--- config.mk ---
export PLATFORM = sky130hd
export DESIGN_NAME = dfs_cycle_detect_top
export DESIGN_NICKNAME = d
export VERILOG_FILES = /design/src/dcd_pkg.sv /design/src/dcd_ram.sv /design/src/dcd_apb_regs.sv /design/src/dcd_search.sv /design/src/dfs_cycle_detect_top.sv
export VERILOG_INCLUDE_DIRS = /design/src /design/src/src
export SDC_FILE = /design/constraint.sdc
export NUM_CORES = 2
export LEC_CHECK = 0
export ABC_AREA = 0
export BUFFER_PORTS_ARGS = -buffer_cell sky130_fd_sc_hd__buf_4
export CAP_MARGIN = 20
export CORE_UTILIZATION = 40
export CTS_BUF_LIST = sky130_fd_sc_hd__clkbuf_8
export DETAILED_ROUTE_END_ITERATION = 10
export PLACE_DENSITY_LB_ADDON = 0.3
export SLEW_MARGIN = 15
export SYNTH_ARGS = -nofsm -noshare
export SYNTH_HDL_FRONTEND = slang
export SYNTH_HIERARCHICAL = 1
export SYNTH_SLANG_ARGS = --single-unit
--- constraint.sdc ---
create_clock -name i_clk -period 6.3 [get_ports i_clk]
set_clock_uncertainty 0.2 [all_clocks]
set_input_delay 1.26 -clock i_clk [delete_from_list [all_inputs] [get_ports i_clk]]
set_output_delay 1.26 -clock i_clk [all_outputs]
set_load 0.01 [all_outputs]
--- src/assert_macros.svh ---
// assertion macros used by the top level rtl file
`ifndef ASSERT_MACROS_SVH
`define ASSERT_MACROS_SVH

`ifndef ASSERT_OFF

// property that must hold at every clock edge out of reset
`define ASSERT_ALWAYS(name, clk, rst_n, prop, msg) \
    name: assert property (@(posedge clk) disable iff (!rst_n) (prop)) else $error(msg);

// consequent must hold in the same cycle as the antecedent
`define ASSERT_IMPLIES(name, clk, rst_n, ante, cons, msg) \
    name: assert property (@(posedge clk) disable iff (!rst_n) (ante) |-> (cons)) \
        else $error(msg);

// consequent must hold in the cycle after the antecedent
`define ASSERT_NEXT(name, clk, rst_n, ante, cons, msg) \
    name: assert property (@(posedge clk) disable iff (!rst_n) (ante) |=> (cons)) \
        else $error(msg);

`else

`define ASSERT_ALWAYS(name, clk, rst_n, prop, msg)
`define ASSERT_IMPLIES(name, clk, rst_n, ante, cons, msg)
`define ASSERT_NEXT(name, clk, rst_n, ante, cons, msg)

`endif

`endif

--- src/dcd_pkg.sv ---
// shared constants and types for the dfs cycle detector
package dcd_pkg;

    // default and limits of the node count
    localparam int MAX_NODES_DEF = 32;
    localparam int ROW_W         = 32;
    localparam int NODE_CNT_W    = 6;
    localparam logic [NODE_CNT_W-1:0] NODE_CNT_RST = 6'd32;

    // configuration port
    localparam int CFG_AW = 3;
    localparam int CFG_DW = 32;
    localparam logic REG_NODE_COUNT = 1'b0;

    // loader to search engine
    typedef struct packed {
        logic clear;
        logic go;
    } t_srch_cmd;

    // search engine to top
    typedef struct packed {
        logic busy;
        logic done;
        logic cyclic;
    } t_srch_rsp;

endpackage

--- src/dcd_ram.sv ---
// generic single write port ram with registered read
module dcd_ram #(
    parameter int WIDTH = 32,
    parameter int DEPTH = 32
) (
    input  logic                     i_clk,
    input  logic                     i_we,
    input  logic [$clog2(DEPTH)-1:0] i_waddr,
    input  logic [WIDTH-1:0]         i_wdata,
    input  logic                     i_re,
    input  logic [$clog2(DEPTH)-1:0] i_raddr,
    output logic [WIDTH-1:0]         o_rdata
);
    logic [WIDTH-1:0] r_mem [DEPTH];
    logic [WIDTH-1:0] r_rdata;

    // write port
    always_ff @(posedge i_clk) begin
        if (i_we) begin
            r_mem[i_waddr] <= i_wdata;
        end
    end

    // registered read port
    always_ff @(posedge i_clk) begin
        if (i_re) begin
            r_rdata <= r_mem[i_raddr];
        end
    end

    assign o_rdata = r_rdata;
endmodule

--- src/dcd_apb_regs.sv ---
// apb configuration register holding the node count
module dcd_apb_regs #(
    parameter int MAX_NODES = dcd_pkg::MAX_NODES_DEF
) (
    input  logic                          i_clk,
    input  logic                          i_rst_n,
    input  logic                          psel,
    input  logic                          penable,
    input  logic                          pwrite,
    input  logic [dcd_pkg::CFG_AW-1:0]    paddr,
    input  logic [dcd_pkg::CFG_DW-1:0]    pwdata,
    output logic [dcd_pkg::CFG_DW-1:0]    prdata,
    output logic                          pready,
    output logic [$clog2(MAX_NODES+1)-1:0] o_node_n
);
    import dcd_pkg::*;

    localparam int CW = $clog2(MAX_NODES + 1);

    logic [NODE_CNT_W-1:0] r_node_cnt;
    logic [NODE_CNT_W-1:0] n_node_cnt;
    logic                  wr_en;
    logic                  reg_idx;

    assign pready  = 1'b1;
    assign reg_idx = paddr[2];
    assign wr_en   = psel && penable && pwrite && pready;

    // register write
    always_comb begin
        n_node_cnt = r_node_cnt;
        if (wr_en && (reg_idx == REG_NODE_COUNT)) begin
            n_node_cnt = pwdata[NODE_CNT_W-1:0];
        end
    end

    always_ff @(posedge i_clk) begin
        if (!i_rst_n) begin
            r_node_cnt <= NODE_CNT_RST;
        end else begin
            r_node_cnt <= n_node_cnt;
        end
    end

    // read back
    always_comb begin
        prdata = '0;
        if (reg_idx == REG_NODE_COUNT) begin
            prdata = CFG_DW'(r_node_cnt);
        end
    end

    // node count saturated to the supported node limit
    always_comb begin
        if (int'(r_node_cnt) > MAX_NODES) begin
            o_node_n = CW'(MAX_NODES);
        end else begin
            o_node_n = CW'(r_node_cnt);
        end
    end
endmodule

--- src/dcd_search.sv ---
// depth-first search sequencer with the stack in a ram
module dcd_search #(
    parameter int MAX_NODES = dcd_pkg::MAX_NODES_DEF
) (
    input  logic                              i_clk,
    input  logic                              i_rst_n,
    input  dcd_pkg::t_srch_cmd                i_cmd,
    input  logic [$clog2(MAX_NODES+1)-1:0]    i_node_n,
    output logic                              o_adj_re,
    output logic [$clog2(MAX_NODES)-1:0]      o_adj_raddr,
    input  logic [dcd_pkg::ROW_W-1:0]         i_adj_rdata,
    output dcd_pkg::t_srch_rsp                o_rsp
);
    import dcd_pkg::*;

    localparam int NW = $clog2(MAX_NODES);
    localparam int CW = $clog2(MAX_NODES + 1);
    localparam int SW = 2 * NW + CW + 1;

    typedef enum logic [4:0] {
        S_IDLE  = 5'b00001,
        S_ROOT  = 5'b00010,
        S_FETCH = 5'b00100,
        S_SCAN  = 5'b01000,
        S_POP   = 5'b10000
    } t_state;

    t_state               r_state, n_state;
    logic [CW-1:0]        r_root, n_root;
    logic [CW-1:0]        r_sp, n_sp;
    logic [NW-1:0]        r_top_node, n_top_node;
    logic [CW-1:0]        r_top_col, n_top_col;
    logic [NW-1:0]        r_par_node, n_par_node;
    logic                 r_has_par, n_has_par;
    logic [ROW_W-1:0]     r_row, n_row;
    logic [MAX_NODES-1:0] r_visited, n_visited;
    logic                 r_done, n_done;
    logic                 r_cyclic, n_cyclic;

    logic [MAX_NODES-1:0] row_cols;
    logic [NW-1:0]        col_idx;
    logic [CW-1:0]        col_inc;
    logic [CW-1:0]        sp_m1;
    logic [CW-1:0]        sp_m2;
    logic                 stk_we;
    logic                 stk_re;
    logic [SW-1:0]        stk_wdata;
    logic [SW-1:0]        stk_rdata;

    // columns beyond the row width read as no edge
    for (genvar gi = 0; gi < MAX_NODES; gi++) begin : g_col
        if (gi < ROW_W) begin : g_in
            assign row_cols[gi] = r_row[gi];
        end else begin : g_out
            assign row_cols[gi] = 1'b0;
        end
    end

    assign col_idx   = r_top_col[NW-1:0];
    assign col_inc   = r_top_col + CW'(1);
    assign sp_m1     = r_sp - CW'(1);
    assign sp_m2     = r_sp - CW'(2);
    assign stk_wdata = {r_top_node, col_inc, r_has_par, r_par_node};

    // stack below the top entry; each entry keeps its own parent
    dcd_ram #(
        .WIDTH (SW),
        .DEPTH (MAX_NODES)
    ) u_stack_ram (
        .i_clk   (i_clk),
        .i_we    (stk_we),
        .i_waddr (sp_m1[NW-1:0]),
        .i_wdata (stk_wdata),
        .i_re    (stk_re),
        .i_raddr (sp_m2[NW-1:0]),
        .o_rdata (stk_rdata)
    );

    // search sequencer
    always_comb begin
        n_state     = r_state;
        n_root      = r_root;
        n_sp        = r_sp;
        n_top_node  = r_top_node;
        n_top_col   = r_top_col;
        n_par_node  = r_par_node;
        n_has_par   = r_has_par;
        n_row       = r_row;
        n_visited   = r_visited;
        n_done      = 1'b0;
        n_cyclic    = r_cyclic;
        stk_we      = 1'b0;
        stk_re      = 1'b0;
        o_adj_re    = 1'b0;
        o_adj_raddr = r_root[NW-1:0];

        case (r_state)
            S_IDLE: begin
                if (i_cmd.clear) begin
                    n_visited = '0;
                end
                if (i_cmd.go) begin
                    n_root  = '0;
                    n_state = S_ROOT;
                end
            end

            // pick the next unvisited root or finish acyclic
            S_ROOT: begin
                if (r_root >= i_node_n) begin
                    n_done   = 1'b1;
                    n_cyclic = 1'b0;
                    n_state  = S_IDLE;
                end else if (r_visited[r_root[NW-1:0]]) begin
                    n_root = r_root + CW'(1);
                end else begin
                    n_visited[r_root[NW-1:0]] = 1'b1;
                    n_top_node = r_root[NW-1:0];
                    n_top_col  = '0;
                    n_has_par  = 1'b0;
                    n_sp       = CW'(1);
                    o_adj_re   = 1'b1;
                    n_state    = S_FETCH;
                end
            end

            // capture the adjacency row of the new top node
            S_FETCH: begin
                n_row   = i_adj_rdata;
                n_state = S_SCAN;
            end

            // one column of the top node per cycle
            S_SCAN: begin
                if (r_top_col >= i_node_n) begin
                    if (r_sp == CW'(1)) begin
                        n_sp    = '0;
                        n_state = S_ROOT;
                    end else begin
                        n_sp    = sp_m1;
                        stk_re  = 1'b1;
                        n_state = S_POP;
                    end
                end else begin
                    n_top_col = col_inc;
                    if (row_cols[col_idx]) begin
                        if (!r_visited[col_idx]) begin
                            // push: spill the top entry and descend
                            stk_we     = 1'b1;
                            n_visited[col_idx] = 1'b1;
                            n_par_node = r_top_node;
                            n_has_par  = 1'b1;
                            n_top_node = col_idx;
                            n_top_col  = '0;
                            n_sp       = r_sp + CW'(1);
                            o_adj_re    = 1'b1;
                            o_adj_raddr = col_idx;
                            n_state    = S_FETCH;
                        end else if (!(r_has_par && (r_par_node == col_idx))) begin
                            n_done   = 1'b1;
                            n_cyclic = 1'b1;
                            n_state  = S_IDLE;
                        end
                    end
                end
            end

            // restore the entry below and refetch its row
            S_POP: begin
                n_top_node  = stk_rdata[SW-1 -: NW];
                n_top_col   = stk_rdata[NW+CW : NW+1];
                n_has_par   = stk_rdata[NW];
                n_par_node  = stk_rdata[NW-1:0];
                o_adj_re    = 1'b1;
                o_adj_raddr = stk_rdata[SW-1 -: NW];
                n_state     = S_FETCH;
            end

            default: begin
                n_state = S_IDLE;
            end
        endcase
    end

    // control state
    always_ff @(posedge i_clk) begin
        if (!i_rst_n) begin
            r_state   <= S_IDLE;
            r_root    <= '0;
            r_sp      <= '0;
            r_visited <= '0;
            r_done    <= 1'b0;
        end else begin
            r_state   <= n_state;
            r_root    <= n_root;
            r_sp      <= n_sp;
            r_visited <= n_visited;
            r_done    <= n_done;
        end
    end

    // payload registers
    always_ff @(posedge i_clk) begin
        r_top_node <= n_top_node;
        r_top_col  <= n_top_col;
        r_par_node <= n_par_node;
        r_has_par  <= n_has_par;
        r_row      <= n_row;
        r_cyclic   <= n_cyclic;
    end

    assign o_rsp.busy   = (r_state != S_IDLE);
    assign o_rsp.done   = r_done;
    assign o_rsp.cyclic = r_cyclic;
endmodule

--- src/dfs_cycle_detect_top.sv ---
// top level of the dfs cycle detector: row loader, adjacency ram and search
//
//  channel   signals                              handshake
//  --------  -----------------------------------  ------------------------------
//  rows      i_row_edges, i_last_row              start high while busy low
//  result    o_cyclic                             o_done, one cycle, no stall
//  config    psel penable pwrite paddr pwdata     apb write, pready tied high
//
// a row is taken while start is high and busy low, and is written to the adjacency
// ram in the same cycle while the row count is below the node limit. after the last
// row the search runs: it probes the roots in turn, fetches a node's row, scans one
// column per cycle and pops to refetch the row below; the column scan dominates.
// reset is synchronous and needs no clearing pass; busy stays low except
// during the search, and o_done follows the search's final cycle.
module dfs_cycle_detect_top #(
    parameter int MAX_NODES = dcd_pkg::MAX_NODES_DEF
) (
    input  logic                       i_clk,
    input  logic                       i_rst_n,
    input  logic                       start,
    output logic                       busy,
    input  logic [dcd_pkg::ROW_W-1:0]  i_row_edges,
    input  logic                       i_last_row,
    output logic                       o_done,
    output logic                       o_cyclic,
    input  logic                       psel,
    input  logic                       penable,
    input  logic                       pwrite,
    input  logic [dcd_pkg::CFG_AW-1:0] paddr,
    input  logic [dcd_pkg::CFG_DW-1:0] pwdata,
    output logic [dcd_pkg::CFG_DW-1:0] prdata,
    output logic                       pready
);
    import dcd_pkg::*;

`include "assert_macros.svh"

    localparam int NW = $clog2(MAX_NODES);
    localparam int CW = $clog2(MAX_NODES + 1);

    logic [CW-1:0] r_row_cnt, n_row_cnt;
    logic [CW-1:0] node_n;
    logic          accept;
    logic          adj_we;
    logic          adj_re;
    logic [NW-1:0] adj_raddr;
    logic [ROW_W-1:0] adj_rdata;
    t_srch_cmd     cmd;
    t_srch_rsp     rsp;

    // configuration register
    dcd_apb_regs #(
        .MAX_NODES (MAX_NODES)
    ) u_regs (
        .i_clk    (i_clk),
        .i_rst_n  (i_rst_n),
        .psel     (psel),
        .penable  (penable),
        .pwrite   (pwrite),
        .paddr    (paddr),
        .pwdata   (pwdata),
        .prdata   (prdata),
        .pready   (pready),
        .o_node_n (node_n)
    );

    // row loader
    assign accept    = start && !busy;
    assign adj_we    = accept && (r_row_cnt < CW'(MAX_NODES));
    assign cmd.clear = accept && (r_row_cnt == '0);
    assign cmd.go    = accept && i_last_row;

    always_comb begin
        n_row_cnt = r_row_cnt;
        if (accept) begin
            if (i_last_row) begin
                n_row_cnt = '0;
            end else if (r_row_cnt < CW'(MAX_NODES)) begin
                n_row_cnt = r_row_cnt + CW'(1);
            end
        end
    end

    always_ff @(posedge i_clk) begin
        if (!i_rst_n) begin
            r_row_cnt <= '0;
        end else begin
            r_row_cnt <= n_row_cnt;
        end
    end

    // adjacency matrix, one row per entry
    dcd_ram #(
        .WIDTH (ROW_W),
        .DEPTH (MAX_NODES)
    ) u_adj_ram (
        .i_clk   (i_clk),
        .i_we    (adj_we),
        .i_waddr (r_row_cnt[NW-1:0]),
        .i_wdata (i_row_edges),
        .i_re    (adj_re),
        .i_raddr (adj_raddr),
        .o_rdata (adj_rdata)
    );

    // search engine
    dcd_search #(
        .MAX_NODES (MAX_NODES)
    ) u_search (
        .i_clk       (i_clk),
        .i_rst_n     (i_rst_n),
        .i_cmd       (cmd),
        .i_node_n    (node_n),
        .o_adj_re    (adj_re),
        .o_adj_raddr (adj_raddr),
        .i_adj_rdata (adj_rdata),
        .o_rsp       (rsp)
    );

    assign busy     = rsp.busy;
    assign o_done   = rsp.done;
    assign o_cyclic = rsp.cyclic;

    // checks
    `ASSERT_NEXT(a_last_row_starts_search, i_clk, i_rst_n, accept && i_last_row, busy, "search did not start after last row")
    `ASSERT_NEXT(a_done_follows_search, i_clk, i_rst_n, !busy && !(accept && i_last_row), !o_done, "result without a search")
    `ASSERT_ALWAYS(a_row_cnt_bound, i_clk, i_rst_n, r_row_cnt <= CW'(MAX_NODES), "row counter past node limit")
endmodule

======== After elaboration in Yosys (flattened, before gate mapping) ========
Memories as Yosys holds them, arrays and structs flattened. A register that Yosys moved wholly into a read port is not among the register bits.
Cells that the tools add are included.
storage, ports and cells
  output and inout bits ................... 36
  word-level logic and storage cells ...... 175
  flip-flop bits (word level) ............. 112
  bits of input ports ..................... 74
  memories ................................ 2
  bits in writable memories ............... 1,568
operators by class
  muxes and demuxes ....................... 93
  reductions and logical operators ........ 27
  $lt $le $gt $ge ......................... 8
  eq/ne operators ......................... 23
  bitwise logic cells ..................... 3
  add/subtract/negate cells ............... 6
memory list
  memory                      depth  width  read ports  clocked after memory_dff  write ports  RTL line       text
  u_adj_ram.r_mem             32     32     1           1                         1            dcd_ram.sv:14  logic [WIDTH-1:0] r_mem [DEPTH];
  u_search.u_stack_ram.r_mem  32     17     1           1                         1            dcd_ram.sv:14
operators with widths
  operator               count
  $mux W32               6
  $mux W6                18
  $pmux W32 S3           1
  $mux W5                19
  $or A32 B32 Y32        2
  $mux W1                33
  $pmux W5 S5            1
  $add A6 B1 Y6 const B  4
  $pmux W6 S2            2
  $pmux W5 S2            2
  $pmux W6 S3            1
  $reduce_and A4 Y1      4
  $bmux W1 S5            3
  $pmux W5 S3            1
  $ne A2 B2 Y1 const B   7
  $ge A6 B6 Y1           2
  $lt A5 B6 Y1 const B   2
  $reduce_and A6 Y1      2
  $demux W1 S5           2
  $ge A5 B1 Y1 const B   2
  $logic_and A1 B1 Y1    10
  $ne A2 B1 Y1 const B   4
  $reduce_bool A2 Y1     4
  $reduce_and A7 Y1      1
  other kinds (23)       27

======== Longest topological paths before layout ========
  depth after elaboration ................. 9
  gate-level depth with buffers ........... 21
  mapped depth without buffers ............ 14

======== Cells and area by module ========
Netlist, hierarchy kept.
by module, submodules not included
  module                           area each (um^2)  cells each  instances  seq. area each (um^2)
  dcd_ram at u_adj_ram             40,812.9          2,260       1          31,710.4
  dcd_ram at u_search.u_stack_ram  21,907.3          1,212       1          16,846.2
  dcd_search                       5,968.2           586         1          2,502.4
  dcd_apb_regs                     553.0             68          1          120.1
  dfs_cycle_detect_top             341.6             40          1          120.1

======== Least setup slack after synthesis ========
Ideal clock, no wire load.
  path type ............................... register -> register
  from .................................... register u_search.r_top_col[0]
  to ...................................... memory u_search/u_stack_ram/r_mem[28][0] (netlist bit), enable pin
  clock period less this slack ............ 4.880 ns
  required time ........................... 5.709 ns
  buffers on the path ..................... 4
  arrival ................................. 4.289 ns
  cell stages (with the launch flop) ...... 15
  setup slack ............................. 1.420 ns
  setup time .............................. 0.391 ns
  path through ............................ edfxtp_1 > buf_6 > buf_6 > buf_2 > inv_1 > ha_1 > nand2b_1 > a21o_1 > a21oi_1 > o21a_1 > nand2_1 > nor2_1 > or3b_2 > clkbuf_1 > nor2_1
on the way
  longest elaborated chain between the ends .. 8
  elaborated cells on any way between the ends .. 11
  classes of those cells .................. 1 x order compare; 10 x mux
ends and longest elaborated chain
  item                             RTL line           text
  start, declared                  dcd_search.sv:32   logic [CW-1:0] r_top_col, n_top_col;
  start signal, assigned           dcd_search.sv:205  r_top_col <= n_top_col;
  $bmux W1 S5                      dcd_search.sv:147  if (!r_visited[col_idx]) begin
  $mux W1 (implied by the code)    dcd_search.sv:147
  $mux W1                          dcd_search.sv:147
  $mux W1                          dcd_search.sv:146  if (row_cols[col_idx]) begin
  $mux W1 *                        dcd_search.sv:135  if (r_top_col >= i_node_n) begin
  $mux W1 *                        dcd_search.sv:97   case (r_state)
  via u_search.stk_we              dcd_search.sv:45   logic stk_we;
  $mux W1 *                        dcd_ram.sv:19      if (i_we) begin
  $mux W1 (implied by the code) *  dcd_ram.sv:20      r_mem[i_waddr] <= i_wdata;
  end, declared                    dcd_ram.sv:14
The timed path passes the listed nets; every way through them passes the cells marked *. The select of a mux whose other input is x is not followed.

======== Worst setup path after layout ========
  from .................................... register u_search.r_state[2]
  to ...................................... memory u_adj_ram.r_mem[18][8], enable pin
on the way
  longest elaborated chain between the ends .. 6
ends and longest elaborated chain
  item                           RTL line                    text
  start, declared                dcd_search.sv:28            t_state r_state, n_state;
  start signal, assigned         dcd_search.sv:194           r_state <= n_state;
  $ne A5 B1 Y1                   dcd_search.sv:212           assign o_rsp.busy = (r_state != S_IDLE);
  $logic_not A1 Y1               dfs_cycle_detect_top.sv:68  assign accept = start && !busy;
  $logic_and A1 B1 Y1            dfs_cycle_detect_top.sv:68
  $logic_and A1 B1 Y1            dfs_cycle_detect_top.sv:69  assign adj_we = accept && (r_row_cnt < CW'(MAX_NODES));
  via adj_we                     dfs_cycle_detect_top.sv:44  logic adj_we;
  $mux W1                        dcd_ram.sv:19
  $mux W1 (implied by the code)  dcd_ram.sv:20
  end, declared                  dcd_ram.sv:14
The timed path passes the listed nets, and every way through them passes these cells.

==> impl_metrics.ini <==
[logic_synthesis]
yosysMostFrequentCell = edfxtp_1
yosysUniqueCellTypes = 68
synth_top_area_cell = edfxtp_1
synth_common_cells = edfxtp_1 (1667), mux2i_1 (811), nand2_1 (203)
netlist_area_um2 = 69600
ys_top_cells_by_area = edfxtp_1 (72%), mux2i_1 (12%), a22oi_1 (2.0%)
synth_warnings = 6
synthArstFlopShare_pct = 0
avgSynthCellArea_um2 = 16.7
synth_top_cell_area_share_pct = 71.9
ys.flop_type = edfxtp_1
synth_cells = 4166
synth_edf_count = 1667
ys_seq_area_share_pct = 73.7
ys_ff_latch = 1729

[floorplanning]
core_region_area_um2 = 172000
num_io_pins = 110
initial_utilization_pct = 40.4
fp.dieH_um = 419
die_area_um2 = 176000
die_w_um = 419
rows = 152

[worst_setup_path]
crit_slowest_cell = nor2_4
path_cells = nor2_1 > and3_1 > inv_1 > nor3b_1 > nand3b_1 > nor2_4 > buf_4
crit_fanout = 21
cp.arrival_ns = 5.30
end_kind = register
r2r_slack_ns = 1.44
crit_path_start_kind = register
crit_required_ns = 6.74
cpPeakStageDelay_ns = 1.16
criticalPathCategory = reg2reg

[routing]
drc = 0
dr.pass1.iters = 5
post_drt_wl_per_cell_um = 25.2
vias_per_cell = 5.52
detailroute.via_count = 38300
drt_wl_total_um = 175000
ant_nets = 0
drt_iter0_markers = 3392

[cts]
cts_resized = 0
numCtsBuffers = 291
insertion_delay_ns = 1.00
cts_setup_buffers = 0
cts_tree = built
cts-htree-levels = 5
cts_max_path_buffers = 4
ctsHoldBuffers = 0
clockRootBuffer = clkbuf_8
clk_pin_slew_worst_paths_ns = 0.06
cts_sinks = 1729

[place]
portBuffers = 54
post-place-ws_ns = 1.19
hpwl_um = 95900
dpl-instance-area_um2 = 73300
gp_congestion = 0.829

[global_route]
grt_pass1_wl_um = 252000
overflow = 0
grtUsageTotal_pct = 19.6
antenna_found_initial = 7
grt_pass1_vias = 37600
grt_max_degree = 123

[job]
drv_cap = 0

[finish]
syn_to_final_growth_pct = 12.4
fin_nets = 4544
design_area_um2 = 78200
drive_above_1_share_pct = 14.7

[power]
power-per-cell-area_nw_per_um2 = 302
p_int_mw = 17.9
leakage_nw = 24.0
ir_drop_uv = 178
seqPwrFrac_pct = 55.0
power_frac_clock_pct = 36.5
comb_power_share_pct = 8.5
power.switching_mw = 5.70
power_mw = 23.6
p_sw_share_pct = 24.2

[sta]
slew_headroom_pct = 22.8
final_hold_viol_count = 0
slew_violations = 0
setup_ws_ns = 1.44
tightest_slew_ns = 1.16
timing.fmax_ghz = 0.206
setup_viol = 0
rsz0062_at_grt = no
tns_ns = 0
min_period_over_period_pct = 77.1
fin_crit_ns = 4.86

[status]
status = completed

[min_path]
hp-class = reg2reg
## power by group through the flow
stage | Clock (mW) | Combinational, mW | Sequential, mW
floorplan | 0 | 1.28 | 13.2
global placement | 0 | 1.96 | 13.2
detailed placement | 0 | 1.98 | 13.2
CTS | 8.82 | 1.99 | 13.0
global route | 9.29 | 2.15 | 13.0
finish | 8.61 | 2.01 | 13.0
## layer usage
layer | GRT usage (%) | part of all wire (%)
met1 | 26.3 | 43
met5 | 0 | 0.0052
met4 | 6.84 | 3.0
met2 | 32.1 | 48
met3 | 3.29 | 6.0
## state kept, by name, summed over array words and instances (netlist names), 17 cells and up
| register | count |
|---|---|
| u_adj_ram/r_mem | 1024 |
| u_search/u_stack_ram/r_mem | 544 |
| u_adj_ram/o_rdata | 32 |
| u_search/r_row | 32 |
| u_search/r_visited | 32 |
| u_search/u_stack_ram/o_rdata | 17 |
## logic make-up (layout without fill, tap and decap cells)
kind of cell	after synthesis	after routing	synth area share, %
compound gates	610	610	6.19
flops	1729	1729	73.7
buf+inv	303	727	2.66
xor+xnor	19	19	0.239
simple gates	641	641	4.40
mux	835	835	12.3
other cells	2	34	0.0108
fa+ha+maj	27	27	0.485
## critical path: cells and delay by family (launching register included)
kind | cells | cell delay, ns
buf+inv | 2 | 0.64
flops | 1 | 0.33
simple gates | 5 | 3.31
## worst paths after layout
check	startpoint	endpoint	cells past startpoint
hold reg to reg	u_adj_ram/o_rdata[11]	u_search/r_row[11]	0
setup reg to reg	u_search/r_state[2]	u_adj_ram/r_mem[18][8]	7
setup / recovery	u_search/r_state[2]	u_adj_ram/r_mem[18][8]	7
hold / removal	u_adj_ram/o_rdata[11]	u_search/r_row[11]	0
## stage by stage
stage          util, %  hold WS (ns)  cells
3_3_place_gp      42.6         0.201   6453
2_1_floorplan        -         0.200   4191
4_1_cts           45.4         0.195   6920
5_1_grt           45.4         0.204   6932
3_5_place_dp      42.6         0.205   6455
6_report          45.4         0.197   6932
## layout make-up
type / count / area, um2
fillers: 15000 / 93900
flip-flops and latches: 1729 / 51300
multi-input cells: 2159 / 16900
clock buffers: 298 / 4100
well taps: 2310 / 2890
repair buffers: 232 / 2170
clock inverters: 167 / 669
inverters: 30 / 113
diodes: 7 / 17.5
## layout by cell type (no fill, tap or decap), drive strengths merged, types with 6 or more instances in the layout
master	count
conb	27
inv	134
a221o	11
or3b	6
a31oi	72
a21o	8
mux2i	811
nand2b	14
o21ai	45
diode	7
mux2	10
buf	232
clkinvlp	6
xnor2	12
edfxtp	1667
and3	8
nand3	150
a22o	100
a32o	9
nand2	203
dfxtp	62
a211oi	11
a21oi	145
ha	27
nor2b	20
a22oi	181
nand3b	14
nand4	19
nor3	74
and2	8
mux4	14
and2b	6
clkinv	57
clkbuf	298
xor2	7
nor2	94
nor4	8
Power figures use the tool's default switching activity.
